===== src/hdl/spq_pkg.sv =====
// ----------------------------------------------------------------------------
// spq_pkg
// Shared types and codes for the sorted priority queue.
// ----------------------------------------------------------------------------
`timescale 1ns / 1ps

package spq_pkg;

  localparam int ELEM_WIDTH   = 32;
  localparam int PRIO_WIDTH   = 16;
  localparam int COUNT_WIDTH  = 5;
  localparam int STATUS_WIDTH = 2;
  localparam int CAPACITY_DEF = 16;

  localparam logic CMD_ENQ = 1'b0;
  localparam logic CMD_DEQ = 1'b1;

  localparam logic [STATUS_WIDTH-1:0] STATUS_OK        = 2'd0;
  localparam logic [STATUS_WIDTH-1:0] STATUS_OVERFLOW  = 2'd1;
  localparam logic [STATUS_WIDTH-1:0] STATUS_UNDERFLOW = 2'd2;

  typedef struct packed {
    logic                  cmd;
    logic [ELEM_WIDTH-1:0] elem;
    logic [PRIO_WIDTH-1:0] prio;
  } spq_in_t;

  typedef struct packed {
    logic [ELEM_WIDTH-1:0]   front_elem;
    logic [PRIO_WIDTH-1:0]   front_prio;
    logic                    empty_res;
    logic [COUNT_WIDTH-1:0]  count;
    logic [STATUS_WIDTH-1:0] status;
  } spq_out_t;

  // one queue slot
  typedef struct packed {
    logic                  valid;
    logic [PRIO_WIDTH-1:0] prio;
    logic [ELEM_WIDTH-1:0] elem;
  } spq_entry_t;

  // operation broadcast to every cell
  typedef struct packed {
    logic enq;
    logic deq;
  } spq_op_t;

endpackage


===== src/hdl/spq_cell.sv =====
// ----------------------------------------------------------------------------
// spq_cell
// One slot of the sorted queue: takes the new entry, its left neighbour's
// entry (shift right on insert) or its right neighbour's (shift on removal).
// ----------------------------------------------------------------------------
`timescale 1ns / 1ps

module spq_cell (
  input  logic               clk,
  input  logic               rst,
  input  spq_pkg::spq_op_t    op,
  input  spq_pkg::spq_entry_t new_ent,
  input  spq_pkg::spq_entry_t left_ent,
  input  logic               left_ins,
  input  spq_pkg::spq_entry_t right_ent,
  output spq_pkg::spq_entry_t ent,
  output spq_pkg::spq_entry_t ent_next,
  output logic               ins
);
  import spq_pkg::*;

  // new entry belongs here or further left: strictly greater keeps FIFO order
  assign ins = !ent.valid || (ent.prio > new_ent.prio);

  always_comb begin
    ent_next = ent;
    if (op.enq) begin
      if (left_ins) begin
        ent_next = left_ent;
      end else if (ins) begin
        ent_next = new_ent;
      end
    end else if (op.deq) begin
      ent_next = right_ent;
    end
  end

  always_ff @(posedge clk) begin
    ent.prio <= ent_next.prio;
    ent.elem <= ent_next.elem;
    if (rst) begin
      ent.valid <= 1'b0;
    end else begin
      ent.valid <= ent_next.valid;
    end
  end

endmodule


===== src/hdl/sorted_priority_queue.sv =====
// ----------------------------------------------------------------------------
// sorted_priority_queue
// Bounded min-first priority queue built as a row of sorting cells.
// ----------------------------------------------------------------------------
// Takes one command beat per clock and returns one result beat per command,
// in the cycle after acceptance, through a single output register; a new beat
// is taken whenever that register is empty or being read in the same cycle.
// Every cell compares its priority with the incoming one in parallel and
// shifts by one place, so the cost per operation does not grow with
// CAPACITY. Equal priorities leave in arrival order. An enqueue into a full
// queue is dropped with status overflow; a dequeue from an empty queue is
// ignored with status underflow. Front fields read zero when empty.
`timescale 1ns / 1ps

module sorted_priority_queue #(
  parameter int CAPACITY = spq_pkg::CAPACITY_DEF
) (
  input  logic             clk,
  input  logic             rst,
  input  logic             in_valid,
  output logic             in_ready,
  input  spq_pkg::spq_in_t  in_data,
  output logic             out_valid,
  input  logic             out_ready,
  output spq_pkg::spq_out_t out_data
);
  import spq_pkg::*;

  localparam int CW = $clog2(CAPACITY + 1);

  spq_entry_t          ents      [CAPACITY];
  spq_entry_t          ents_next [CAPACITY];
  logic [CAPACITY-1:0] ins;
  spq_entry_t          new_ent;
  spq_entry_t          empty_ent;
  spq_op_t             op;
  logic                accept;
  logic                full;
  logic                empty;
  logic [CW-1:0]       count;
  logic [CW-1:0]       count_next;
  logic [STATUS_WIDTH-1:0] status_next;

  assign in_ready = !out_valid || out_ready;
  assign accept   = in_valid && in_ready;
  assign full     = ents[CAPACITY-1].valid;
  assign empty    = !ents[0].valid;

  assign op.enq = accept && (in_data.cmd == CMD_ENQ) && !full;
  assign op.deq = accept && (in_data.cmd == CMD_DEQ) && !empty;

  assign new_ent.valid = 1'b1;
  assign new_ent.prio  = in_data.prio;
  assign new_ent.elem  = in_data.elem;

  assign empty_ent = '0;

  for (genvar i = 0; i < CAPACITY; i++) begin : g_cell
    spq_entry_t left_ent;
    spq_entry_t right_ent;
    logic       left_ins;

    if (i == 0) begin : g_head
      assign left_ent = empty_ent;
      assign left_ins = 1'b0;
    end else begin : g_body
      assign left_ent = ents[i-1];
      assign left_ins = ins[i-1];
    end

    if (i == CAPACITY - 1) begin : g_tail
      assign right_ent = empty_ent;
    end else begin : g_inner
      assign right_ent = ents[i+1];
    end

    spq_cell u_cell (
      .clk       (clk),
      .rst       (rst),
      .op        (op),
      .new_ent   (new_ent),
      .left_ent  (left_ent),
      .left_ins  (left_ins),
      .right_ent (right_ent),
      .ent       (ents[i]),
      .ent_next  (ents_next[i]),
      .ins       (ins[i])
    );
  end

  always_comb begin
    count_next  = count;
    status_next = STATUS_OK;
    if (op.enq) begin
      count_next = count + CW'(1);
    end else if (op.deq) begin
      count_next = count - CW'(1);
    end
    if (accept && (in_data.cmd == CMD_ENQ) && full) begin
      status_next = STATUS_OVERFLOW;
    end else if (accept && (in_data.cmd == CMD_DEQ) && empty) begin
      status_next = STATUS_UNDERFLOW;
    end
  end

  always_ff @(posedge clk) begin
    if (rst) begin
      count     <= '0;
      out_valid <= 1'b0;
    end else begin
      count <= count_next;
      if (accept) begin
        out_valid <= 1'b1;
      end else if (out_ready) begin
        out_valid <= 1'b0;
      end
    end
  end

  // result beat reflects the head cell after this operation
  always_ff @(posedge clk) begin
    if (accept) begin
      out_data.front_elem <= ents_next[0].valid ? ents_next[0].elem : '0;
      out_data.front_prio <= ents_next[0].valid ? ents_next[0].prio : '0;
      out_data.empty_res  <= !ents_next[0].valid;
      out_data.count      <= COUNT_WIDTH'(count_next);
      out_data.status     <= status_next;
    end
  end

endmodule

===== config.mk =====
export PLATFORM = sky130hd
export DESIGN_NAME = sorted_priority_queue
export DESIGN_NICKNAME = d
export VERILOG_FILES = /design/src/hdl/spq_pkg.sv /design/src/hdl/spq_cell.sv /design/src/hdl/sorted_priority_queue.sv
export SDC_FILE = /design/constraint.sdc
export NUM_CORES = 2
export LEC_CHECK = 0
export ABC_AREA = 1
export BUFFER_PORTS_ARGS = -buffer_cell sky130_fd_sc_hd__buf_2
export CAP_MARGIN = 25
export CORE_AREA = 2 2 262 328
export CTS_CLUSTER_SIZE = 14
export DETAILED_ROUTE_END_ITERATION = 12
export DIE_AREA = 0 0 264 330
export PLACE_DENSITY = 0.89
export SYNTH_ARGS = -nofsm -noshare
export SYNTH_HDL_FRONTEND = slang
export SYNTH_SLANG_ARGS = --single-unit
export TNS_END_PERCENT = 50

===== constraint.sdc =====
create_clock -name clk -period 6.7 [get_ports clk]
set_input_delay 1.005 -clock clk [delete_from_list [all_inputs] [get_ports clk]]
set_output_delay 1.005 -clock clk [all_outputs]
set_load 0.03 [all_outputs]

Word level (Yosys, flattened, before mapping):

Index checks and enable logic that the tools add are counted.

* bits in registers: 846
* bits of input ports: 53
* output and inout bits: 58
* logic and storage cells: 216

* add/subtract/negate cells: 2
* $lt $le $gt $ge: 16
* equality and inequality tests: 15
* mux-type cells: 68
* bitwise logic cells: 1
* reductions and logical operators: 59

Operators with widths (count)
* 49-bit 2-to-1 mux: 63
* 16-bit > comparator: 16
* 3-bit by 1-bit inequality test with 1-bit output (second input constant): 12
* 2-bit AND reduction: 15
* 1-bit logical NOT: 18
* 1-bit logical OR: 17
* 5-bit 2-to-1 mux: 2
* 3-bit by 2-bit inequality test with 1-bit output (second input constant): 3
* 1-bit logical AND: 7
* 5-bit by 1-bit adder with 5-bit output (second input constant): 1
* 5-bit by 1-bit subtractor with 5-bit output (second input constant): 1
* 2-bit nonzero test: 2
* 1-bit 2-to-1 mux: 2
* 2-bit 2-to-1 mux: 1
* 1-bit inverter: 1

Depth between registers and ports, before layout:

* word-level depth: 8
* depth in mapped cells: 20
* depth with buffers taken out: 18

Modules after synthesis:

Synthesis repeated with hierarchy kept, for this count alone.

* cells, all modules: 10797
* area total of the unflattened synthesis: 63115.5 um^2

By module, submodules not included
* spq_cell at g_cell[15].u_cell ...: instances 10, cells an instance 660, area an instance 3773.6 um^2, seq. area each 980.9 um^2
* spq_cell at g_cell[0].u_cell ...: instances 5, cells an instance 660, area an instance 3808.7 um^2, seq. area each 980.9 um^2
* spq_cell at g_cell[10].u_cell: instances 1, cells an instance 660, area an instance 3774.9 um^2, seq. area each 980.9 um^2
* sorted_priority_queue: instances 1, cells an instance 237, area an instance 2561.2 um^2, seq. area each 1801.7 um^2

Worst setup path after synthesis:

OpenSTA, ideal clock, no wires.

* kind: input-to-reg
* start: input port in_data[3] (netlist name)
* end: register g_cell[14].u_cell.ent[0] (netlist name), enable pin
* setup time: 482 ps
* data arrival time: 5609 ps
* data required time: 6218 ps
* path slack: 608 ps
* stages on the path: 12
* path buffers: 2
* cells stage by stage: clkbuf_1 -> clkinv_1 -> ha_1 -> nand2_1 -> o21ai_0 -> nand2_1 -> nand3_1 -> nand2_1 -> nand2_1 -> nand2_1 -> clkbuf_1 -> a31oi_1

* cells in the longest elaborated chain, start to end: 4
* elaborated cells on any way between the ends: 6
* classes of those cells: order compare (2); eq/ne (1); reduce/logical (3)

RTL lines
* from (decl): RTL line sorted_priority_queue.sv:22 `input spq_pkg::spq_in_t in_data,`
* 16-bit > comparator: RTL line spq_cell.sv:23 `assign ins = !ent.valid || (ent.prio > new_ent.prio);`
* 1-bit logical OR: RTL line spq_cell.sv:23
* 3-bit by 1-bit inequality test with 1-bit output (no source line) *
* 2-bit AND reduction (no source line) *
* to (decl): RTL line spq_cell.sv:16 `output spq_pkg::spq_entry_t ent,`

Every way passes the cells marked *; elsewhere a longest branch is shown, timed or not.
A chain may end at the register's enable or synchronous reset.

Final worst setup path:

* start: input port in_data[12] (netlist name)
* end: register g_cell[4].u_cell.ent[12] (netlist name), enable pin

* cells in the longest elaborated chain, start to end: 4
* elaborated cells on any way between the ends: 6
* classes of those cells: order compare (2); eq/ne (1); reduce/logical (3)

RTL lines (RTL line)
* 16-bit > comparator: spq_cell.sv:23
* 1-bit logical OR: spq_cell.sv:23
* 3-bit by 1-bit inequality test with 1-bit output (no source line) *
* 2-bit AND reduction (no source line) *
* to (decl): spq_cell.sv:16

Marked as above.

==> qor.txt <==
Cell area after layout: 0.0546 mm²
Commonest non-fill, non-tap cells in the layout: nand2_1 (3078), edfxtp_1 (776), nand3_1 (515)
Nets: 6783
Max Cap Viol: 0
Clock latency on the worst-skew pair: 0.69 ns
CTS root buf: clkbuf_16
Critical Path Fanout Max: 32
Routability cong.: 0.945
Initial antenna violation count: 7
Worst-Margin Slew: 1.07 ns
Chip width: 264 µm
First-pass GRT wire length: 238000 µm
Final hold violations: 0
WL per Instance: 20.2 µm
Die ar.: 0.0871 mm²
Slew Limit Fails: 0
Maximum clock rate: 220 MHz
Design internal power: 0.00978 W
DR vias/cell: 6.09
Worst Hold Class: reg -> reg
Part of the power in the clock network: 34.6%
CTS tree: yes
Clock Path Buffers: 3
WP data arrival: 4.87 ns
Drt pass-1 iters: 9
ANT nets after route: 0
Switching power: 0.00434 W
Post-Syn Nets: 6906
Worst-path cell chain: buf_2 -> clkinv_1 -> buf_4 -> ha_1 -> nand2_1 -> nor3_2 -> nand2_1 -> nand2_1 -> a21oi_4 -> a21oi_4 -> buf_4
Crit path time final: 4.55 ns
Post-CTS resize count: 0
Largest net degree at the start of global routing: 159
Status: finished, final reports clean
Critical path startpoint category: input port
Critical path class: in -> reg
Starting density of the core: 60.5%
Slowest stage cell, crit path: a21oi_4
IO Port Bufs: 110
Clock buffer count from CTS: 86
Post-CTS setup buffers: 0
Pwr dens: 258 mW/mm²
Main combinational cell family by area after synthesis: simple AND/OR/NAND/NOR gates
Yosys warns: 0
P&R area growth vs syn: 7.46%
IO Pins: 111
Avg Cell Area, Syn: 7.69 µm²
CP Buf/Inv Count: 4
PnR Total Power: 0.0141 W
Vias in the first global route: 44600
Most used cell, CP: nand2_1
Setup_tns: 0 ns
Post-synth top flop: edfxtp_1
DRC violations left: 0
Global route overflow: 0
Storage cell area: 0.0247 mm²
Clk pin slew, worst setup/hold paths: 0.06 ns
Synth Area in Compound Gates: 7.14%
Share of cells above drive strength 1: 6.16%
FP Rows: 119
Post-synth EDFFs: 776
GRT Util Overall: 34.6%
Synthesized area: 0.0508 mm²
Multi-input combinational cell area: 0.0222 mm²
Ys async rst share: 0%
Crit-path leading delay family: buffers and inverters
Synth Register Bits: 846
Adder-cell share of the synthesized area: 5.96%
Element type at the critical path end: flip-flop
Most common cell after layout, fill and taps aside: nand2_1
Simple-Gate Fraction of Synth Area: 29.9%
H-tree depth: 3
Setup Skew: 0.0277 ns
Total wire length: 155000 µm
Synth Instances: 6611
Sw Share: 30.7%
Comb power frac: 19.0%
CTS sink count: 846
Vias: 46600
CP required: 7.01 ns
Leakage: 25.5 nW
Peak VDD IR: 0.000200 V
Slew margin rel.: 28.3%
Dpl cell area: 0.0518 mm²
Synth cell types: 37
Post-synthesis mux area share: 0%
Layout fillers: 6454
Unrepaired setup endpoints after global routing: no
Xor and xnor area share after synthesis: 0.0689%
Core region area: 0.0840 mm²
Slowest cell delay on critical path: 0.79 ns
Iteration-0 DRC Markers: 6957
Hold_buf cts: 0
Crit share post-route: 68.0%
Crit path launch: in_data[12]
Post-DP HPWL: 98000 µm
# setup viols final: 0
Min-delay src: g_cell[15].u_cell.ent[48]
Die height: 330 µm
Flop pwr share: 46.4%
Sequential cell area fraction in the yosys report: 48.6%
Worst R2R Start: out_valid
==> flip-flops by register name (all words and copies together), names as in the netlist <==
| register | flops |
|---|---|
| out_valid | 1 |
| out_data | 56 |
| count | 5 |
| g_cell.u_cell.ent | 784 |
==> synthesized netlist by cell type (all sizes together) (2+ instances only) <==
library cell	instances	area, µm²
clkinv	48	181
nand4	21	131
nor2	186	703
a21o	12	90.1
clkbuf	152	586
nor3	12	115
o21ai	380	1900
ha	242	3030
edfxtp	776	23300
nand2	3099	11700
a21oi	302	1560
nand3	517	2600
o21a	2	15.0
dfxtp	70	1400
xor2	3	26.3
o41ai	2	32.5
inv	519	1950
buf	262	1500
==> logic make-up after synthesis <==
logic type | Yosys count
xor+xnor | 4
fa+ha+maj | 242
simple gates | 3837
buf+inv | 981
flops | 846
compound gates | 701
==> worst paths after layout <==
check                                                 end  slack, ns  depth (start not counted)
worst max-delay path             g_cell[4].u_cell.ent[12]       2.15                         11
worst min-delay path            g_cell[15].u_cell.ent[48]       0.50                          2
worst max register to register   g_cell[9].u_cell.ent[16]       2.56                          7
worst min register to register  g_cell[15].u_cell.ent[48]       0.50                          2
==> power by group through the flow <==
stage	combinational (W)	clock (W)	sequential, W
after floorplan	0.00176	0	0.00666
after global placement	0.00245	0	0.00663
after detailed placement	0.00256	0	0.00664
after CTS	0.00259	0.00487	0.00654
after global routing	0.00292	0.00506	0.00658
final	0.00269	0.00488	0.00655
==> metrics by stage <==
step	util [%]	hold WS (ns)	cells	worst slack [ns]
after floorplan	-	0.445	6611	0.608
after global placement	61.5	0.451	7480	1.86
after detailed placement	61.7	0.481	7487	1.67
after CTS	65.0	0.490	7648	2.29
after global routing	65.0	0.518	7652	2.12
final	65.0	0.503	7653	2.15
==> per-layer routing <==
layer	vias to the layer above	global-route usage, %	wire length [µm]
li1	21100	-	-
met1	21100	41.9	52500
met2	3624	56.2	71000
met3	861	8.22	21400
met4	10	21.4	9920
met5	-	1.14	188
==> tightest hold or removal path, cell delays in order (launching register included) <==
cell and delay [ns]:
dfxtp_1 0.31, nand2_1 0.07, a21oi_1 0.07
==> area by class of cell <==
cell class / count / share of cell area, %
diodes: 3 / 0.0137
multi-input cells: 4784 / 40.6
well taps: 1089 / 2.49
repair buffers: 203 / 2.67
inverters: 567 / 3.91
flip-flops and latches: 846 / 45.2
clock inverters: 43 / 0.767
clock buffers: 118 / 4.31
No activity file was read; power rests on OpenSTA's default activity.
